$ cat config.mk
export PLATFORM = sky130hd
export DESIGN_NAME = rrfl_fifo
export DESIGN_NICKNAME = d
export VERILOG_FILES = /design/src/hw/rtl/round_robin_free_list_allocator_defines.svh /design/src/hw/rtl/rrfl_fifo.sv
export SDC_FILE = /design/constraint.sdc
export NUM_CORES = 1
export LEC_CHECK = 0
export BUFFER_PORTS_ARGS = -buffer_cell sky130_fd_sc_hd__buf_2
export CAP_MARGIN = 30
export CORE_MARGIN = 2
export CORE_UTILIZATION = 45
export DETAILED_ROUTE_END_ITERATION = 8
export PLACE_DENSITY = 0.81
export SYNTH_ARGS = -nofsm -noshare
export SYNTH_HDL_FRONTEND = slang
export SYNTH_SLANG_ARGS = --single-unit
$ cat constraint.sdc
create_clock -name clk -period 1.7 [get_ports clk]
set_input_delay 0.085 -clock clk [delete_from_list [all_inputs] [get_ports clk]]
set_output_delay 0.085 -clock clk [all_outputs]
set_load 0.02 [all_outputs]
$ cat src/hw/rtl/round_robin_free_list_allocator_defines.svh
// Assertion macros for the round-robin free-list allocator.
// Included by the top level; expects clk and rst_n in scope.
`ifndef ROUND_ROBIN_FREE_LIST_ALLOCATOR_DEFINES_SVH
`define ROUND_ROBIN_FREE_LIST_ALLOCATOR_DEFINES_SVH

// The consequent must hold in the same cycle as the antecedent.
`define RRFL_ASSERT_SAME(label, ante, cons, msg) \
    label: assert property (@(posedge clk) disable iff (!rst_n) (ante) |-> (cons)) \
        else $error(msg);

// The consequent must hold in the cycle after the antecedent.
`define RRFL_ASSERT_NEXT(label, ante, cons, msg) \
    label: assert property (@(posedge clk) disable iff (!rst_n) (ante) |=> (cons)) \
        else $error(msg);

`endif

$ cat src/hw/rtl/rrfl_fifo.sv
// Small register-based word queue used between the allocator stages.
// Depends on nothing but its parameters.
`timescale 1ns / 1ps
`default_nettype none

module rrfl_fifo #(
    parameter int WIDTH = 8,
    parameter int DEPTH = 2
) (
    input  logic             clk,
    input  logic             rst_n,
    input  logic             wr_en,
    input  logic [WIDTH-1:0] wr_data,
    output logic             full,
    input  logic             rd_en,
    output logic [WIDTH-1:0] rd_data,
    output logic             empty
);

    localparam int PW = (DEPTH > 1) ? $clog2(DEPTH) : 1;
    localparam int CW = $clog2(DEPTH + 1);

    logic [WIDTH-1:0] data_reg [DEPTH];
    logic [PW-1:0]    wr_ptr_reg, wr_ptr_next;
    logic [PW-1:0]    rd_ptr_reg, rd_ptr_next;
    logic [CW-1:0]    count_reg, count_next;
    logic             do_wr, do_rd;

    assign full    = (count_reg == CW'(DEPTH));
    assign empty   = (count_reg == '0);
    assign rd_data = data_reg[rd_ptr_reg];
    assign do_wr   = wr_en && !full;
    assign do_rd   = rd_en && !empty;

    always_comb
    begin
        wr_ptr_next = wr_ptr_reg;
        rd_ptr_next = rd_ptr_reg;
        count_next  = count_reg;
        if (do_wr)
        begin
            wr_ptr_next = (wr_ptr_reg == PW'(DEPTH - 1)) ? '0 : wr_ptr_reg + PW'(1);
        end
        if (do_rd)
        begin
            rd_ptr_next = (rd_ptr_reg == PW'(DEPTH - 1)) ? '0 : rd_ptr_reg + PW'(1);
        end
        if (do_wr && !do_rd)
        begin
            count_next = count_reg + CW'(1);
        end
        else if (do_rd && !do_wr)
        begin
            count_next = count_reg - CW'(1);
        end
    end

    always_ff @(posedge clk or negedge rst_n)
    begin
        if (!rst_n)
        begin
            wr_ptr_reg <= '0;
            rd_ptr_reg <= '0;
            count_reg  <= '0;
        end
        else
        begin
            wr_ptr_reg <= wr_ptr_next;
            rd_ptr_reg <= rd_ptr_next;
            count_reg  <= count_next;
        end
    end

    always_ff @(posedge clk)
    begin
        if (do_wr)
        begin
            data_reg[wr_ptr_reg] <= wr_data;
        end
    end

endmodule

`default_nettype wire

==> flow_summary_export.csv <==
group,metric,value,unit
pwr,switching_share,32.42,%
global_routing,antenna_found_initial,0,
drt,first_pass_iters,2,
timing,rsz0062_at_grt,"no",
die,die_y,45.69,µm
timing,hold_ws,0.07957,ns
run,cap_violations,0,
cts,cts_buffers,3,
place,place.gp.congestion,0.6117,
die,std_cell_rows,15,
setup_path,rr_startpoint,"count_reg[0]",
pwr,p_switching,0.0005748,W
synth,netlist_instances,44,
timing,max_slew.worst_pin.slew,0.3961,ns
pwr,p_leak,0.4450,nW
setup_path,crit_path_end_kind,"primary output",
setup_path,reg2reg_to,"count_reg[1]",
setup_path,worst_ep_required_time,1.62,ns
global_routing,grt_pass1_vias,451,
cts,tritoncts,"built",
global_routing,grt-ovfl-total,0,
setup_path,crit_end,"rd_data[2]",
synth,synth_area,782.0,µm²
timing,slew_violations,0,
setup_path,path_class,"reg -> out",
cts,insertion_delay,0.30,ns
cts,clk_pin_slew,0.11,ns
pwr,seqPwrFrac,44.6,%
setup_path,max_stage_delay,0.59,ns
finish,mostFrequentLayoutCells,"buf_2, edfxtp_1, dlygate4sd3_1",
timing,setup_tns,0,ns
die,die-area,2087,µm²
pwr,ir_worst_vdd,0.0009040,V
setup_path,path_cells,"mux2_2 > buf_2",
synth,syn-mean-instance-area,17.77,µm²
finish,n_antenna_cell,0,
setup_path,worst-path-buf-inv,1,
cts,postCtsSetupRepairBufs,0,
setup_path,critPathLaunchType,"flop",
global_routing,grt.total_usage,13.39,%
cts,cts_sinks,20,
synth,ys_seq_area_share,74.24,%
global_routing,grt_max_degree,13,
pwr,combPwrFrac,34.2,%
finish,final_layout_size_suffix_gt1_share,38.46,%
finish,final_core_util,63.07,%
setup_path,worstPathMaxFanout,9,
outcome,status,"complete, no violations",
drt,drt-total-wl,1227,µm
finish,final_common_cell,"buf_2",
setup_path,rrSetupSlack,0.23,ns
drt,drtIter0Drc,9,
die,start_util,46.82,%
setup_path,reg2reg_depth,7,
drt,antenna_left,0,
place,hpwl,867.8,µm
synth,ys_top_cells_by_area,"edfxtp_1, dfrtp_1, mux2_1",
setup_path,path_delay_family,"flip-flops",
worst_hold_path,worstHoldPathType,"in -> reg",
timing,max_freq,655.1,MHz
die,io_pins,22,
pwr,clkPwrFrac,21.2,%
drt,viasPerCell,4.832,
drt,dr_total_vias,459,
cts,cts_max_path_buffers,2,
cts,h-tree-depth,1,
finish,syn2layout_area_growth,34.72,%
drt,route.detailed.drc,0,
timing,slew-limit-headroom,73.59,%
synth,synth_cell_types,15,
pwr,internal_power,0.001198,W
timing,period_needed,1.527,ns
timing,hold_violations,0,
timing,period_share,89.80,%
place,portBuffers,21,
drt,wl_per_cell,12.92,µm
cts,cts_root_buf,"clkbuf_4",
synth,synth_top_area_share,61.44,%
timing,skew,0.01106,ns
pwr,power.density,1683,nW/µm²
synth,synth_fp_nets,57,
die,core,1670,µm²
setup_path,startpoint,"rd_ptr_reg",
setup_path,worstSetupPathDepth,2,
synth,yosysTopAreaCell,"edfxtp_1",
die,fp.dieW,45.69,µm
synth,synth_seq_cells,20,
finish,finalNetCount,92,
setup_path,cp_slowest_cell,"dfrtp_1",
synth,yosys_warnings,0,
setup_path,worstPathArrival,1.44,ns
finish,largest_reg_flops,16,
global_routing,grt_pass1_wl,1842,µm
timing,setup_viol,0,
what timing repair did:
item / in CTS / in global routing
hold endpoints to repair: 20 / 0
gates resized for setup: 0 / 0
hold buffers: 9 / 0
cell families (layout without fill, tap and decap cells):
kind of cell | after synthesis | after routing | share of synthesized area, %
AOI/OAI and AO/OA | 1 | 1 | 0.6394
and+or+nand+nor | 6 | 6 | 3.841
muxes | 8 | 8 | 11.52
DFF | 20 | 20 | 74.24
buffers and inverters | 3 | 37 | 1.600
xor gates and xnor gates | 5 | 5 | 6.561
adders and majority gates | 1 | 1 | 1.600
routing by layer:
layer / global-route usage (%) / wire (µm)
met1: 13.58 / 518
met2: 24.51 / 636
met3: 3.571 / 72
met4: 7.059 / 0
met5: 0 / 0
power groups by stage:
stage / combinational (W) / clock, W / sequential, W
after CTS: 0.000618 / 0.000386 / 0.000793
after floorplan: 0.000472 / 0 / 0.000746
after detailed placement: 0.000601 / 0 / 0.000803
after global placement: 0.000582 / 0 / 0.000794
final: 0.000606 / 0.000377 / 0.000790
after global routing: 0.000664 / 0.000400 / 0.000809
final cells by class:
type	count	area, µm²
repair buffers	31	202.7
flip-flops and latches	20	580.6
fillers	131	616.8
multi-input cells	21	188.9
inverters	2	7.507
clock inverters	1	30.03
well taps	17	21.27
clock buffers	3	22.52
synthesized netlist by cell type:
cell / count
o21ai_1: 1
buf_2: 1
xnor2_2: 1
nor2_1: 3
edfxtp_1: 16
nand2_2: 1
ha_1: 1
nand2b_1: 1
dfrtp_1: 4
xnor2_1: 2
inv_1: 2
xor2_1: 2
and3_1: 1
mux2_1: 6
mux2_2: 2
through the flow:
step / setup WS [ns] / instances / power, W / area [µm²]
floorplan: 0.3079 / 44 / 0.001218 / 782.0
global placement: 0.2961 / 82 / 0.001376 / 910.9
detailed placement: 0.2243 / 82 / 0.001404 / 910.9
CTS: 0.1486 / 95 / 0.001797 / 1054
global route: 0.1144 / 95 / 0.001873 / 1054
finish: 0.1734 / 95 / 0.001773 / 1054
how the worst min path moves through the flow:
| stage | slack (ns) | endpoint | cells past startpoint | startpoint |
|---|---|---|---|---|
| final | 0.08 | wr_ptr_reg | 3 | wr_en |
| after global placement | -0.10 | wr_ptr_reg | 1 | rst_n |
| after floorplan | -0.21 | count_reg[0] | 0 | rst_n |
| after detailed placement | -0.1 | wr_ptr_reg | 1 | rst_n |
| after CTS | 0.07 | wr_ptr_reg | 3 | wr_en |
| after global routing | 0.08 | wr_ptr_reg | 3 | wr_en |
tightest hold or removal path, delay by kind of cell:
| kind | cells | cell delay [ns] |
|---|---|---|
| XOR/XNOR | 1 | 0.06 |
| buffers and inverters | 1 | 0.11 |
| AND/OR/NAND/NOR | 1 | 0.08 |
No activity file was read; power rests on OpenSTA's default activity.
