[config.mk]
export PLATFORM = sky130hd
export DESIGN_NAME = rrfl_front
export DESIGN_NICKNAME = d
export VERILOG_FILES = /design/src/hw/rtl/round_robin_free_list_allocator_defines.svh /design/src/hw/rtl/rrfl_pkg.sv /design/src/hw/rtl/rrfl_front.sv
export SDC_FILE = /design/constraint.sdc
export NUM_CORES = 1
export LEC_CHECK = 0
export ABC_AREA = 1
export BUFFER_PORTS_ARGS = -buffer_cell sky130_fd_sc_hd__buf_2
export CAP_MARGIN = 5
export CELL_PAD_IN_SITES_DETAIL_PLACEMENT = 1
export CELL_PAD_IN_SITES_GLOBAL_PLACEMENT = 2
export CORE_MARGIN = 4
export CORE_UTILIZATION = 14
export DETAILED_ROUTE_END_ITERATION = 12
export MAX_ROUTING_LAYER = met4
export PLACE_DENSITY = 0.72
export SYNTH_ARGS = -nofsm -noshare
export SYNTH_HDL_FRONTEND = slang
export SYNTH_SLANG_ARGS = --single-unit
[constraint.sdc]
create_clock -name clk -period 1.2 [get_ports clk]
set_clock_uncertainty 0.2 [all_clocks]
set_input_delay 0.18 -clock clk [delete_from_list [all_inputs] [get_ports clk]]
set_output_delay 0.18 -clock clk [all_outputs]
set_load 0.02 [all_outputs]
[src/hw/rtl/round_robin_free_list_allocator_defines.svh]
// Assertion macros for the round-robin free-list allocator.
// Included by the top level; expects clk and rst_n in scope.
`ifndef ROUND_ROBIN_FREE_LIST_ALLOCATOR_DEFINES_SVH
`define ROUND_ROBIN_FREE_LIST_ALLOCATOR_DEFINES_SVH

// The consequent must hold in the same cycle as the antecedent.
`define RRFL_ASSERT_SAME(label, ante, cons, msg) \
    label: assert property (@(posedge clk) disable iff (!rst_n) (ante) |-> (cons)) \
        else $error(msg);

// The consequent must hold in the cycle after the antecedent.
`define RRFL_ASSERT_NEXT(label, ante, cons, msg) \
    label: assert property (@(posedge clk) disable iff (!rst_n) (ante) |=> (cons)) \
        else $error(msg);

`endif

[src/hw/rtl/rrfl_pkg.sv]
// Shared types and constants for the round-robin free-list allocator.
// No dependencies; the front, back and top-level RTL files use this package.
`timescale 1ns / 1ps
`default_nettype none

package rrfl_pkg;

    localparam int IDX_W  = 10;
    localparam int SUB_W  = 6;
    localparam int WIDE_W = 18;

    localparam logic OP_ALLOC = 1'b0;
    localparam logic OP_FREE  = 1'b1;

    localparam logic [1:0] STATUS_OK       = 2'd0;
    localparam logic [1:0] STATUS_EMPTY    = 2'd1;
    localparam logic [1:0] STATUS_BAD_FREE = 2'd2;

    typedef struct packed {
        logic             op;
        logic [IDX_W-1:0] free_index;
    } item_t;

    typedef struct packed {
        logic [IDX_W-1:0] alloc_index;
        logic [1:0]       status;
    } result_t;

    typedef struct packed {
        logic             op;
        logic [SUB_W-1:0] sub;
        logic [IDX_W-1:0] index;
        logic             in_range;
    } cmd_t;

endpackage

`default_nettype wire

[src/hw/rtl/rrfl_front.sv]
// Front end of the allocator: accepts words, keeps the round-robin pointer and
// maps a freed index to its submanager. Depends on rrfl_pkg.
`timescale 1ns / 1ps
`default_nettype none

module rrfl_front #(
    parameter int POOL_SIZE = 1024,
    parameter int SUB_COUNT = 4
) (
    input  logic           clk,
    input  logic           rst_n,
    input  rrfl_pkg::item_t item,
    input  logic           push,
    output logic           full,
    output rrfl_pkg::cmd_t cmd,
    output logic           cmd_push,
    input  logic           cmd_full
);

    localparam int PER_SUB   = POOL_SIZE / SUB_COUNT;
    localparam int USED_SIZE = PER_SUB * SUB_COUNT;
    localparam int SW        = (SUB_COUNT > 1) ? $clog2(SUB_COUNT) : 1;
    localparam int SUB_W     = rrfl_pkg::SUB_W;
    localparam int WIDE_W    = rrfl_pkg::WIDE_W;

    logic [SW-1:0]        rr_reg, rr_next;
    logic [SUB_COUNT-1:0] above_bound;
    logic [SUB_W-1:0]     free_sub;
    logic                 in_range;

    always_comb
    begin
        above_bound = '0;
        for (int k = 1; k < SUB_COUNT; k++)
        begin
            above_bound[k] = WIDE_W'(item.free_index) >= WIDE_W'(k * PER_SUB);
        end
    end

    assign free_sub = SUB_W'($countones(above_bound));
    assign in_range = WIDE_W'(item.free_index) < WIDE_W'(USED_SIZE);

    always_comb
    begin
        cmd.op       = item.op;
        cmd.index    = item.free_index;
        cmd.in_range = in_range;
        cmd.sub      = (item.op == rrfl_pkg::OP_ALLOC) ? SUB_W'(rr_reg) : free_sub;
    end

    assign full     = cmd_full;
    assign cmd_push = push && !cmd_full;

    always_comb
    begin
        rr_next = rr_reg;
        if (cmd_push && (item.op == rrfl_pkg::OP_ALLOC))
        begin
            rr_next = (rr_reg == SW'(SUB_COUNT - 1)) ? '0 : rr_reg + SW'(1);
        end
    end

    always_ff @(posedge clk or negedge rst_n)
    begin
        if (!rst_n)
        begin
            rr_reg <= '0;
        end
        else
        begin
            rr_reg <= rr_next;
        end
    end

endmodule

`default_nettype wire

==> metrics.txt, run 1 <==
P_leak=between 0.2 and 0.25 nW; initial antenna violation count=0; number of flip-flops in the largest register=2; die height=~55 µm; total track usage=0.0424; input/output buffers=13; Mean Syn Cell Area=around 7.5 µm²; Via density=around 3.1; WP data required=slightly above 800 ps; Synth Instances=42; pins over their slew limit=0; worst-path fanout max=3; period utilisation layout=1.20; P per Cell Area=about 1300 nW/µm²; GRT Residual Overflow=0; vias=238; sequential share of the synthesized area=0.159; number of global-route vias before repair=around 240; register bit total from synthesis=2; Yosys cell types=14; Clock Sinks=2; drc violations=0; CP Capture Type=output pin; DR WL/cell=7.67 µm; final net count=68; # setup viols final=2; Die Wd=roughly 55 µm; Placer Congestion=0.672; yosys warns=0; Synth area leaders=buf_4, dfrtp_1, inv_1; Crit Path Class=in -> out; full die area=about 3100 µm²; layout cells sized above 1=0.633; total routed wirelength=just under 600 µm; largest net degree at the start of global routing=5; clk_lat worst skew=approximately 230 ps; worst endpoint data arrival time=~1100 ps; worst vdd ir=approximately 280 µV; Initial Util=0.154; DR pass1 iterations=2; I/O pin count=35; Max Buffers Root-to-Sink=2; Layout area overhead=32.7%; Hold Vio Cnt, Final=0; Root Buffer=clkbuf_4; site row count=16; failing checks=setup timing; post-synthesis cell area=314 µm²; Min Hold Slack=52.2 ps; core area=2040 µm²; number of CTS-inserted buffers=3; Ant. Diodes=0; fmax=~0.69 GHz; post-DP HPWL=488 µm; post-route setup slack=-240 ps; placed insts=71; Iter 0 DRT Violations=2; H-tree depth=1; type of origin of the critical path=primary input; first-pass GRT wire length=945 µm; Max Cap Viol=0; Synth area leader=buf_4; unrepaired setup endpoints after global routing=yes; CTS tree=built; final antenna-violating net count=0; top cell type's share of synthesized area=0.406; fin cells=76; Hold WC Path Type=in -> reg; status=finished, violations left; crit path time final=around 1400 ps; Worst-path clk slew=roughly 30 ps
cell families (layout without fill, tap and decap cells):
family / after synthesis / in the layout / synth area share
and+or+nand+nor: 10 / 10 / 0.191
AOI/OAI and AO/OA: 2 / 2 / 0.0318
adders and majority gates: 2 / 2 / 0.104
DFF: 2 / 2 / 0.159
buffers and inverters: 24 / 28 / 0.490
other: 2 / 5 / 0.0239
cells in the mapped netlist:
library cell  number
a21oi_1            1
buf_4             17
conb_1             2
dfrtp_1            2
fa_1               1
ha_1               1
inv_1              6
inv_2              1
nand2_1            5
nand3_2            2
nand4_1            1
nor2_1             1
nor2_4             1
o21ai_0            1
critical path, cell delays in order:
cell	delay, ps
buf_12	90
inv_4	30
fa_2	570
a21oi_4	50
buf_6	130
power by group:
group	switching (W)	internal, W
Combinational	0.000141	0.000134
Clock	0.0000389	0.000110
Sequential	0.0000278	0.0000966
Total	0.000208	0.000341
what timing repair did:
action | 4_1_cts | 5_1_grt
endpoints found under the hold margin | 2 | 0
gates resized for setup | 10 | 2
pin swaps | 2 | 2
setup endpoints to repair | 2 | 4
buffers inserted | 0 | 1
hold buffers | 1 | 0
cell type report:
type / count / area (µm²)
Clock buffer: 3 / 22.5
Inverter: 7 / 36.3
Sequential cell: 2 / 50.0
Fill cell: 265 / 1630
Timing Repair Buffer: 18 / 133
Multi-Input combinational cell: 19 / 141
Tap cell: 27 / 33.8
metal layers:
metal  GRT usage  part of all wire
met5           -                 0
met4      0.0521                 0
met2      0.0659              0.58
met3      0.0210              0.13
met1      0.0319              0.29
metrics by stage:
stage | TNS (ps) | util | instance area (µm²) | total power (W) | setup slack [ps]
2_1_floorplan | -135 | - | 348 | 0.000321 | -83.2
3_3_place_gp | -656 | 0.167 | 342 | 0.000334 | -365
3_5_place_dp | -658 | 0.167 | 342 | 0.000341 | -369
4_1_cts | -375 | 0.199 | 407 | 0.000535 | -252
5_1_grt | -405 | 0.204 | 417 | 0.000599 | -253
6_report | -353 | 0.204 | 417 | 0.000549 | -240
worst paths after layout:
path                                              end                  start  slack [ps]  depth (start not counted)
worst min-delay path            rr_reg[0]$_DFFE_PN0P_               cmd_full          50                          4
min in group asynchronous       rr_reg[0]$_DFFE_PN0P_                  rst_n          70                          2
max in group asynchronous       rr_reg[1]$_DFFE_PN0P_                  rst_n         630                          2
worst max-delay path                          cmd[11]                item[9]        -240                          5
worst min register to register  rr_reg[0]$_DFFE_PN0P_  rr_reg[0]$_DFFE_PN0P_         350                          2
worst max register to register  rr_reg[1]$_DFFE_PN0P_  rr_reg[1]$_DFFE_PN0P_          60                          3
cells in the final DEF, fill, tap and decap left out:
cell type / count
a21oi_4: 1
buf_12: 1
buf_2: 10
buf_4: 4
buf_6: 2
clkbuf_4: 3
conb_1: 5
dfrtp_1: 2
dlygate4sd3_1: 1
fa_2: 1
ha_1: 1
inv_1: 3
inv_2: 2
inv_4: 1
inv_8: 1
nand2_1: 5
nand3_2: 2
nand4_1: 1
nor2_2: 1
nor2_4: 1
o21ai_2: 1
No activity file was read; power rests on OpenSTA's default activity.
==> run 2: changes to the inputs <==
--- a/config.mk
+++ b/config.mk
@@ -5,7 +5,7 @@
 export SDC_FILE = /design/constraint.sdc
 export NUM_CORES = 1
 export LEC_CHECK = 0
-export ABC_AREA = 1
+export ABC_CLOCK_PERIOD_IN_PS = 1200
 export BUFFER_PORTS_ARGS = -buffer_cell sky130_fd_sc_hd__buf_2
 export CAP_MARGIN = 5
 export CELL_PAD_IN_SITES_DETAIL_PLACEMENT = 1
==> metrics.txt, run 2 <==
Die Wd=54.0 µm (was 55.4 µm); Hold Vio Cnt, Final=0 (unchanged); post-route cell area=420 µm² (was 417 µm²); period utilisation layout=1.20 (about the same); GRT Residual Overflow=0 (unchanged); Yosys cell types=12 (was 14); total track usage=0.0474 (was 0.0424); P per Cell Area=1740 nW/µm² (was 1320 nW/µm²); die height=54.0 µm (was 55.4 µm); post-synthesis cell area=297 µm² (was 314 µm²); ys async rst share=1.00 (unchanged); Root Buffer=clkbuf_4 (unchanged); DR WL/cell=9.19 µm (was 7.67 µm); commonest non-fill, non-tap cells in the layout=buf_2, conb_1, clkbuf_4, buf_6 (was buf_2, nand2_1, conb_1); top-count cell post-synth=buf_4 (unchanged); Synth area leaders=buf_4, dfrtp_1, mux2_2 (was buf_4, dfrtp_1, inv_1); Multi-input gate area=166 µm² (was 141 µm²); # setup viols final=3 (was 2); Top FF cell, synth=dfrtp_1 (unchanged); top cell type's share of synthesized area=0.430 (was 0.406); unrepaired setup endpoints after global routing=yes (unchanged); Synth area leader=buf_4 (unchanged); post-route setup slack=-244 ps (was -240 ps); DR pass1 iterations=1 (was 2); Mean Syn Cell Area=8.47 µm² (was 7.48 µm²); site row count=16 (unchanged); Ant. Diodes=0 (unchanged); WP data required=820 ps (about the same); number of flip-flops in the largest register=2 (unchanged); CP Capture Type=output pin (unchanged); slowest stage delay, CP=580 ps (was 570 ps); core area=1980 µm² (was 2040 µm²); Crit Path Class=in -> out (unchanged); fmax=0.693 GHz (was 0.694 GHz); status=finished, violations left (unchanged); Max Cap Viol=0 (unchanged); worst endpoint data arrival time=1060 ps (about the same); Layout area overhead=41.8% (was 32.7%); layout cells sized above 1=0.800 (was 0.633); Power, Total=0.000731 W (was 0.000549 W); Initial Util=0.150 (was 0.154); Sum Neg Setup Slack=-481 ps (was -353 ps); Via density=2.93 (was 3.13); drc violations=0 (unchanged); largest net degree at the start of global routing=6 (was 5); Max Buffers Root-to-Sink=2 (unchanged); final net count=59 (was 68); Synth Instances=35 (was 42); post-DP HPWL=505 µm (was 488 µm); fillcell total=234 (was 265); type of origin of the critical path=primary input (unchanged); placed instance area=320 µm² (was 342 µm²); worst-path fanout max=3 (unchanged); crit path time final=1440 ps (about the same); P_leak=0.195 nW (was 0.219 nW); initial antenna violation count=0 (unchanged); H-tree depth=1 (unchanged); Sequential Area=51.3 µm² (was 50.0 µm²); final antenna-violating net count=0 (unchanged); Clock Sinks=2 (unchanged); number of CTS-inserted buffers=3 (unchanged); register bit total from synthesis=2 (unchanged); commonest non-fill, non-tap cell in the layout=buf_2 (unchanged); worst vdd ir=427 µV (was 277 µV); vias=196 (was 238); sequential share of the synthesized area=0.169 (was 0.159); CTS tree=built (unchanged); Worst-path clk slew=30 ps (about the same); Placer Congestion=0.588 (was 0.672); crit path cell chain=buf_12, inv_4, fa_2, a21oi_4, buf_6 (unchanged); input/output buffers=13 (unchanged); failing checks=setup timing (unchanged); most common library cells after synthesis=buf_4, inv_1 (was buf_4, inv_1, nand2_1); EDFF count, synth=0 (unchanged); clk_lat worst skew=220 ps (was 230 ps); Hold WC Path Type=in -> async (was in -> reg); CP max stage cell=fa_2 (unchanged); full die area=2920 µm² (was 3060 µm²); number of global-route vias before repair=226 (was 242); pins over their slew limit=0 (unchanged); Iter 0 DRT Violations=0 (was 2); total routed wirelength=616 µm (was 583 µm); first-pass GRT wire length=876 µm (was 945 µm); I/O pin count=35 (unchanged); yosys warns=0 (unchanged)
[run 2: cell count changes after synthesis, sizes merged, moves of 2 or more]
cell / change
inv: -3
mux2: +2
nand2: -5
nand3: -2
[run 2: per-layer routing]
layer	wire (µm)	track usage	up-vias
met3	66	0.0222	0
met4	0	0.0498	0
met5	0	-	-
li1	-	-	94
met1	172	0.0344	92
met2	377	0.0806	10
[run 2: cell type report]
class | instances | share of cell area
well taps | 27 | 0.0804
clock buffers | 3 | 0.0536
inverters | 4 | 0.0595
repair buffers | 16 | 0.289
multi-input cells | 15 | 0.396
flip-flops and latches | 2 | 0.122
[run 2: cell families after synthesis]
logic type | Yosys count | synth area share
buf+inv | 21 | 0.481
simple gates | 4 | 0.0886
mux | 3 | 0.110
fa+ha+maj | 2 | 0.110
flops | 2 | 0.169
other cells | 2 | 0.0253
compound gates | 1 | 0.0169
[run 2: power by group]
group / total (W) / switching, W / internal [W]
logic: 0.000433 / 0.000184 / 0.000249
clock network: 0.000146 / 0.0000356 / 0.000110
registers: 0.000152 / 0.0000459 / 0.000106
total: 0.000731 / 0.000266 / 0.000465
[run 2: repair_timing]
item,in CTS,in global routing
hold buffers,1,0
endpoints found under the setup margin,3,4
endpoints found under the hold margin,2,0
setup buffers,1,1
resized for setup,13,6
pin swaps,2,1
[run 2: worst paths after layout]
path / start / endpoint / slack [ps] / depth (start not counted)
max: item[9] / cmd[11] / -240 / 5
min: rst_n / rr_reg[0]$_DFFE_PN0P_ / 70 / 2
max reg2reg: rr_reg[1]$_DFFE_PN0P_ / rr_reg[1]$_DFFE_PN0P_ / -70 / 3
min reg2reg: rr_reg[0]$_DFFE_PN0P_ / rr_reg[0]$_DFFE_PN0P_ / 410 / 1
max in group asynchronous: rst_n / rr_reg[0]$_DFFE_PN0P_ / 620 / 2
min in group clk: cmd_full / rr_reg[0]$_DFFE_PN0P_ / 150 / 3
[run 2: per-stage QoR]
stage          setup WS [ps]  hold slack, ps  std cells  utilization
5_1_grt                 -263            83.6         67        0.212
2_1_floorplan          -50.0            -316         38            -
3_5_place_dp            -349            -231         62        0.162
4_1_cts                 -251            71.2         67        0.207
3_3_place_gp            -338            -234         62        0.162
6_report                -244            73.8         67        0.212
[run 2: critical path, delay by kind of cell]
kind	cells	cell delay, ps
fa+ha+maj	1	580
buf+inv	3	250
compound gates	1	50
